## src/design/stfa_pkg.sv

```systemverilog
`timescale 1ns / 1ps
// stfa_pkg: field widths, operation codes, defaults and the in-row search helpers
// shared by the slot table allocator and its mark store. No dependencies.
package stfa_pkg;

    // defaults for the top-level parameters
    localparam int SLOTS_DEF       = 256;
    localparam int RECORD_BITS_DEF = 32;

    // fixed field widths of the item and result beats
    localparam int OP_W  = 2;
    localparam int IDX_W = 8;
    localparam int REC_W = 32;
    localparam int CNT_W = 9;

    // occupied marks are kept in rows of MARK_W bits
    localparam int MARK_W  = 16;
    localparam int MARK_CW = 4;

    // operation codes
    localparam logic [OP_W-1:0] OP_ADD    = 2'd0;
    localparam logic [OP_W-1:0] OP_SET    = 2'd1;
    localparam logic [OP_W-1:0] OP_REMOVE = 2'd2;
    localparam logic [OP_W-1:0] OP_GET    = 2'd3;

    typedef logic [MARK_W-1:0] mark_row_t;

    typedef struct packed {
        logic               found;
        logic [MARK_CW-1:0] col;
    } row_hit_t;

    // lowest free column strictly above col (or anywhere when whole is set)
    function automatic row_hit_t free_above(input mark_row_t bits,
                                            input logic [MARK_CW-1:0] col,
                                            input logic whole);
        row_hit_t hit;
        hit = '0;
        for (int j = MARK_W - 1; j >= 0; j--)
        begin
            if (!bits[j] && (whole || (MARK_CW'(j) > col)))
            begin
                hit.found = 1'b1;
                hit.col   = MARK_CW'(j);
            end
        end
        return hit;
    endfunction

    // highest occupied column strictly below col (or anywhere when whole is set)
    function automatic row_hit_t set_below(input mark_row_t bits,
                                           input logic [MARK_CW-1:0] col,
                                           input logic whole);
        row_hit_t hit;
        hit = '0;
        for (int j = 0; j < MARK_W; j++)
        begin
            if (bits[j] && (whole || (MARK_CW'(j) < col)))
            begin
                hit.found = 1'b1;
                hit.col   = MARK_CW'(j);
            end
        end
        return hit;
    endfunction

endpackage

```

## src/design/stfa_mark_mem.sv

```systemverilog
`timescale 1ns / 1ps
// stfa_mark_mem: row memory of occupied marks with registered read.
// Per-row valid flops make unwritten rows read as all free. Uses stfa_pkg.
module stfa_mark_mem #(
    parameter int ROWS = 16
) (
    input  logic                     clk,
    input  logic                     rst_n,
    input  logic                     rd_en,
    input  logic [((ROWS > 1) ? $clog2(ROWS) : 1)-1:0] rd_addr,
    output stfa_pkg::mark_row_t      rd_data,
    input  logic                     wr_en,
    input  logic [((ROWS > 1) ? $clog2(ROWS) : 1)-1:0] wr_addr,
    input  stfa_pkg::mark_row_t      wr_data
);
    import stfa_pkg::*;

    mark_row_t        mem [ROWS];
    logic [ROWS-1:0]  row_vld_reg;
    mark_row_t        rd_raw_reg;
    logic             rd_vld_reg;

    // storage array and registered read
    always_ff @(posedge clk)
    begin
        if (wr_en)
        begin
            mem[wr_addr] <= wr_data;
        end
        if (rd_en)
        begin
            rd_raw_reg <= mem[rd_addr];
        end
    end

    // row valid bits: cleared at reset, set on first write
    always_ff @(posedge clk or negedge rst_n)
    begin
        if (!rst_n)
        begin
            row_vld_reg <= '0;
            rd_vld_reg  <= 1'b0;
        end
        else
        begin
            if (wr_en)
            begin
                row_vld_reg[wr_addr] <= 1'b1;
            end
            if (rd_en)
            begin
                rd_vld_reg <= row_vld_reg[rd_addr];
            end
        end
    end

    assign rd_data = rd_vld_reg ? rd_raw_reg : '0;

endmodule
```

## config.mk

```make
export PLATFORM = sky130hd
export DESIGN_NAME = stfa_mark_mem
export DESIGN_NICKNAME = d
export VERILOG_FILES = /design/src/design/stfa_pkg.sv /design/src/design/stfa_mark_mem.sv
export SDC_FILE = /design/constraint.sdc
export NUM_CORES = 1
export LEC_CHECK = 0
export BUFFER_PORTS_ARGS = -buffer_cell sky130_fd_sc_hd__buf_4
export CAP_MARGIN = 20
export CORE_UTILIZATION = 60
export CTS_BUF_LIST = sky130_fd_sc_hd__clkbuf_8
export DETAILED_ROUTE_END_ITERATION = 12
export GPL_TIMING_DRIVEN = 0
export PLACE_DENSITY = 0.8
export SLEW_MARGIN = 15
export SYNTH_ARGS = -nofsm -noshare
export SYNTH_HDL_FRONTEND = slang
export SYNTH_SLANG_ARGS = --single-unit
```

## constraint.sdc

```tcl
create_clock -name clk -period 3.4 [get_ports clk]
set_clock_uncertainty 0.1 [all_clocks]
set_input_delay 0.68 -clock clk [delete_from_list [all_inputs] [get_ports clk]]
set_output_delay 0.68 -clock clk [all_outputs]
set_load 0.02 [all_outputs]
```

==> impl_metrics.py, run 1 <==
metrics = {
    "cts": {
        "cts_tree": "yes",
        "clk_transition_reported_paths_ns": 0.06,
        "cts.htree.levels": 2,
        "clk_latency_ns": 0.55,
        "clock_sinks": 289,
        "ctsRootBufferMaster": "clkbuf_8",
        "cts_resized": 0,
        "cts_made_buffers": 44,
        "clockBufferDepth": 3,
    },
    "global_routing": {
        "grt_pass1_wl_um": 33170,
        "met2_usage_pct": 39.84,
        "top_usage_layer": "met2",
        "gr-usage-met3_pct": 5.148,
        "grt.total_usage_pct": 26.33,
        "grt_pass1_vias": 5374,
        "use_met1_pct": 38.80,
        "grt_max_degree": 18,
        "grt_overflow": 0,
        "antenna_found_initial": 0,
    },
    "die": {
        "core_area_mm2": 0.01796,
        "dieWidth_um": 137.2,
        "die-area_mm2": 0.01881,
        "initial_core_util_pct": 61.02,
        "die_h_um": 137.2,
        "rows": 49,
        "pin_count": 44,
    },
    "sta": {
        "max_slew.worst_pin.slew_ns": 0.9427,
        "fmax_mhz": 376.4,
        "finalSetupViolCount": 0,
        "finalCriticalPeriod_ns": 2.657,
        "fin_ws_ns": 0.7433,
        "hold_violations": 0,
        "finalCritPeriodShare_pct": 78.14,
        "slew_headroom_pct": 37.15,
        "setup_tns_ns": 0,
        "final_max_slew_viol_count": 0,
        "holdWs_ns": 0.3176,
        "rsz0062_at_grt": "false",
    },
    "cells_and_area": {
        "area_growth_pct": 15.19,
        "final_nets": 581,
        "drive_gt1_share_pct": 37.88,
        "diodes": 0,
        "largest_reg_flops": 256,
    },
    "setup_path": {
        "path_max_fanout": 10,
        "path_cells": "clkbuf_1, and2_1, buf_4",
        "startpoint_type": "flip-flop",
        "slowest_delay_ns": 0.50,
        "crit_path_end_kind": "output pin",
        "worst-endpoint-arrival_ns": 1.88,
        "crit_path_start": "rd_vld_reg",
        "cp.required_ns": 2.62,
        "cp_slowest_cell": "dfrtp_1",
        "criticalPathCategory": "flip-flop to output pin",
        "timing.rr.start": "mem[7][13]",
    },
    "detailed_routing": {
        "drt_pass1_iterations": 4,
        "via_per_inst": 6.309,
        "ant_nets": 0,
        "drc": 0,
        "routedWlPerCell_um": 27.91,
        "vias": 5142,
        "drtIter0Drc": 482,
        "drt_wl_total_um": 22740,
    },
    "synthesis": {
        "synthCells": 452,
        "synth_edf_count": 272,
        "synth_xor_area_share_pct": 0,
        "synthMuxAreaShare_pct": 17.63,
        "synthAdderAreaFrac_pct": 0,
        "ys_ff_latch": 289,
        "synth_area_mm2": 0.01096,
        "yosys.cell_count.top_type": "edfxtp_1",
        "synth_top_area_share_pct": 74.51,
        "synth_cell_types": 19,
        "syn_area_per_cell_um2": 24.25,
        "yosys-top-cells-area": "edfxtp_1 (75%), mux4_2 (17%), dfrtp_1 (3.9%), and2_1 (0.91%), or2_1 (0.91%)",
        "synth_top_family_by_area": "multiplexers",
        "synth_ff_type": "edfxtp_1",
        "synthArstFlopShare_pct": 5.882,
        "seq_area_frac_synth_pct": 78.39,
        "yosysTopAreaCell": "edfxtp_1",
        "synth_compound_area_share_pct": 0,
        "synthesis.nets": 480,
        "synthSimpleGateAreaFrac_pct": 2.831,
        "yosysWarnings": 0,
        "synthTopCellsByCount": "edfxtp_1 (272), mux4_2 (84), dfrtp_1 (17)",
    },
    "run": {
        "timing.max_cap.violations": 0,
    },
    "pwr": {
        "power_leakage_nw": 4.150,
        "powerDensity_mw_per_mm2": 577.7,
        "ir_drop_uv": 504.5,
    },
    "place": {
        "place_congestion": 0.7409,
        "pre_cts_ws_ns": 0.5265,
        "portBuffers": 39,
        "dp_hpwl_um": 14370,
    },
    "min_path": {
        "min_path_type": "input port to flip-flop",
        "hp-start": "wr_data[13]",
    },
    "status": {
        "status": "completed",
    },
}
-- metal layers --
metal  share of wire (%)  vias to the layer above
met5                   0                        -
li1                    -                     2114
met1                  41                     2711
met3                 8.0                       58
met4                 3.0                        0
met2                  48                      259
-- final timing paths --
path                       slack (ns)  cells after the start        endpoint
setup / recovery                 0.74                      3      rd_data[5]
hold / removal                   0.32                      1     mem[15][13]
setup reg to reg                 1.67                      2  rd_raw_reg[13]
hold reg to reg                  0.36                      1  row_vld_reg[2]
max in group asynchronous        2.56                      2      rd_vld_reg
min in group asynchronous        0.43                      2  row_vld_reg[2]
-- final cells by class --
class / instances / area, um2
Timing Repair Buffer: 55 / 479.2
Multi-Input combinational cell: 143 / 2318
Clock buffer: 49 / 674.4
Buffer: 20 / 125.1
Tap cell: 229 / 286.5
Fill cell: 1046 / 5336
Sequential cell: 289 / 8593
Clock inverter: 30 / 150.1
-- worst max-delay path, delay by kind of cell, from the launching register on --
kind          cells  cell delay [ns]
simple gates      1             0.23
buf+inv           2             0.61
flops             1             0.50
-- where the power goes --
| part | switching, W | internal [W] |
|---|---|---|
| Combinational | 0.000299 | 0.000263 |
| Clock | 0.00127 | 0.00140 |
| Sequential | 0.0000435 | 0.00402 |
-- kinds of logic (layout without fill, tap and decap cells) --
logic type	Yosys count	after routing
buffers and inverters	20	154
DFF	289	289
muxes	88	88
and+or+nand+nor	55	55
-- placed cells by master (no fill, tap or decap), types with 2 or more instances in the layout --
cell	instances
nor3_2	4
buf_4	43
nor2_4	5
nand3b_1	2
clkbuf_8	49
mux4_2	84
dfrtp_1	17
and2_1	16
buf_8	9
clkbuf_1	6
buf_1	3
clkinv_1	5
clkinv_2	5
edfxtp_1	272
or2_1	16
nor2_2	7
mux2i_1	3
nand2b_1	2
buf_2	7
buf_6	6
inv_1	18
-- repair_timing --
action	CTS	global route
buffers inserted	0	0
setup endpoints to repair	0	0
hold buffers	1	0
endpoints found under the hold margin	17	0
-- metrics by stage --
stage / utilization (%) / total power, W / cells / area (um2)
floorplan: - / 0.004445 / 452 / 10960
global placement: 64.25 / 0.004663 / 720 / 11540
detailed placement: 65.65 / 0.004702 / 735 / 11790
CTS: 70.29 / 0.007348 / 815 / 12630
global route: 70.29 / 0.007528 / 815 / 12630
finish: 70.29 / 0.007295 / 815 / 12630
(Power assumes the default switching activity.)
==> run 2: changes to the inputs <==
ABC_AREA = 1   (was unset)
clock period = 2.76 ns   (was 3.4 ns; I/O delays follow)
==> run 2 against run 1 <==
Critical path depth is 2 higher. Die area is 4.9% higher. Synthesized cell count is 98% higher. Clock power is 25% higher. Sequential share of layout area is 3.0 points lower. Global-route usage is 4.1 points higher. Register-to-register slack worse by 0.35 ns. Via count is 52% higher. Non-clock buffer count is 37 higher. Utilization is 0.087 points higher. Critical path type unchanged. Critical endpoint is now rd_data[11]. Largest power group unchanged.
==> impl_metrics.py, run 2 <==
metrics = {
    "status": {
        "status": "completed",
    },
    "place": {
        "place_congestion": 0.8582,
        "portBuffers": 39,
        "pre_cts_ws_ns": 0.4567,
        "dp_hpwl_um": 18670,
        "dp.cells": 1184,
    },
    "synthesis": {
        "synth_edf_count": 272,
        "synth_area_mm2": 0.01150,
        "ys_ff_latch": 289,
        "synth_cell_types": 19,
        "synthesis.nets": 923,
        "synthCells": 895,
        "seq_area_frac_synth_pct": 74.69,
        "synthTopCellsByCount": "edfxtp_1 (272), nor2_1 (210), o21ai_0 (118)",
        "yosys.cell_count.top_type": "edfxtp_1",
        "synthArstFlopShare_pct": 5.882,
        "synth_ff_type": "edfxtp_1",
        "yosys-top-cells-area": "edfxtp_1 (71%), nor2_1 (6.9%), o21ai_0 (5.1%), o211ai_1 (4.2%), dfrtp_1 (3.7%)",
        "syn_area_per_cell_um2": 12.85,
        "yosysTopAreaCell": "edfxtp_1",
        "yosysWarnings": 0,
        "synth_top_area_share_pct": 71.00,
    },
    "cts": {
        "clock_sinks": 289,
        "ctsRootBufferMaster": "clkbuf_8",
        "clk_latency_ns": 0.57,
        "cts.htree.levels": 2,
        "post-cts-setup-buffers": 0,
        "clk_transition_reported_paths_ns": 0.06,
        "cts_made_buffers": 45,
        "cts_tree": "yes",
        "clockBufferDepth": 3,
    },
    "min_path": {
        "min_path_type": "input port to flip-flop",
        "hp-start": "wr_data[11]",
    },
    "die": {
        "rows": 50,
        "dieWidth_um": 140.5,
        "die-area_mm2": 0.01973,
        "die_h_um": 140.5,
        "initial_core_util_pct": 61.30,
        "core_area_mm2": 0.01877,
        "pin_count": 44,
    },
    "detailed_routing": {
        "drtIter0Drc": 1122,
        "via_per_inst": 6.160,
        "ant_nets": 0,
        "routedWlPerCell_um": 23.09,
        "vias": 7799,
        "drt_wl_total_um": 29230,
        "drc": 0,
        "drt_pass1_iterations": 5,
    },
    "setup_path": {
        "crit_path_start": "rd_vld_reg",
        "worst-endpoint-arrival_ns": 1.87,
        "worst-path-buf-inv": 4,
        "cp.required_ns": 2.11,
        "critPathTopFamily": "buffers and inverters",
        "startpoint_type": "flip-flop",
        "criticalPathCategory": "flip-flop to output pin",
        "cp_slowest_cell": "clkbuf_2",
        "slowest_delay_ns": 0.36,
        "path_max_fanout": 10,
        "crit_path_end_kind": "output pin",
        "path_cells": "clkbuf_1, clkbuf_2, nand2_1, inv_1, buf_4",
        "timing.rr.start": "mem[5][7]",
    },
    "cells_and_area": {
        "layout_common_cells": "edfxtp_1 (272), nor2_1 (194), o21ai_0 (118)",
        "final_common_cell": "edfxtp_1",
        "drive_gt1_share_pct": 17.44,
        "area_growth_pct": 14.81,
        "diodes": 0,
        "largest_reg_flops": 256,
        "n_fill_cell": 1203,
        "final_cells": 1266,
        "final_nets": 1026,
    },
    "pwr": {
        "power_leakage_nw": 4.717,
        "p_total_w": 0.009076,
        "ir_drop_uv": 468.7,
        "powerDensity_mw_per_mm2": 687.1,
    },
    "global_routing": {
        "grt_pass1_vias": 7358,
        "grt_overflow": 0,
        "grt_pass1_wl_um": 42900,
        "grt_max_degree": 19,
        "grt.total_usage_pct": 30.44,
        "antenna_found_initial": 0,
    },
    "sta": {
        "fmax_mhz": 396.3,
        "finalCritPeriodShare_pct": 91.42,
        "finalSetupViolCount": 0,
        "holdWs_ns": 0.1957,
        "hold_violations": 0,
        "fin_ws_ns": 0.2367,
        "max_slew.worst_pin.slew_ns": 0.9048,
        "rsz0062_at_grt": "false",
        "slew_headroom_pct": 39.68,
        "final_max_slew_viol_count": 0,
        "finalCriticalPeriod_ns": 2.523,
    },
    "run": {
        "timing.max_cap.violations": 0,
    },
}
-- run 2: timing repair --
item,in CTS,in global routing
gates resized for setup,1,0
hold endpoints to repair,17,0
setup endpoints to repair,1,0
hold buffers,1,0
-- run 2: final timing paths --
check | to | slack [ns] | depth (start not counted)
max | rd_data[11] | 0.24 | 5
min | mem[10][11] | 0.20 | 1
max reg2reg | rd_raw_reg[7] | 1.32 | 6
min reg2reg | row_vld_reg[7] | 0.37 | 1
max in group asynchronous | row_vld_reg[3] | 2.04 | 2
min in group asynchronous | row_vld_reg[9] | 0.31 | 2
-- run 2: final cells by class --
type | count | area, um2 | area share, %
flip-flops and latches | 289 | 8593 | 65.06
multi-input cells | 526 | 2512 | 19.02
clock buffers | 50 | 688.2 | 5.210
repair buffers | 56 | 531.8 | 4.026
plain buffers | 56 | 342.8 | 2.595
well taps | 234 | 292.8 | 2.217
clock inverters | 31 | 150.1 | 1.137
inverters | 24 | 97.59 | 0.7388
-- run 2: logic make-up (layout without fill, tap and decap cells) --
kind of cell / after synthesis / after routing / synth area share (%)
simple gates: 334 / 334 / 11.75
buf+inv: 80 / 217 / 3.817
compound gates: 192 / 192 / 9.744
flops: 289 / 289 / 74.69
-- run 2: through the flow --
step / instance area (um2) / util (%) / setup TNS (ns)
3_5_place_dp: 12360 / 65.85 / 0
3_3_place_gp: 12090 / 64.42 / -0.1536
5_1_grt: 13210 / 70.38 / 0
2_1_floorplan: 11500 / - / 0
6_report: 13210 / 70.38 / 0
4_1_cts: 13210 / 70.38 / 0
-- run 2: per-layer routing --
layer / global-route usage (%) / share of wire, % / vias up
li1: - / - / 3430
met1: 40.24 / 38 / 3739
met2: 48.11 / 47 / 533
met3: 7.214 / 11 / 97
met4: 14.76 / 4.1 / 0
met5: 0 / 0 / -
-- run 2: where the power goes --
group	total (W)	internal (W)	switching (W)
sequential	0.00499	0.00495	0.0000464
clock	0.00334	0.00175	0.00159
combinational	0.000745	0.000242	0.000503
total	0.00908	0.00694	0.00214
-- run 2: worst register-to-register path: cells and delay by family, from the launching register on --
kind	cells	cell delay [ns]
AO/OA/AOI/OAI	2	0.26
flip-flops	1	0.35
AND/OR/NAND/NOR	4	0.50
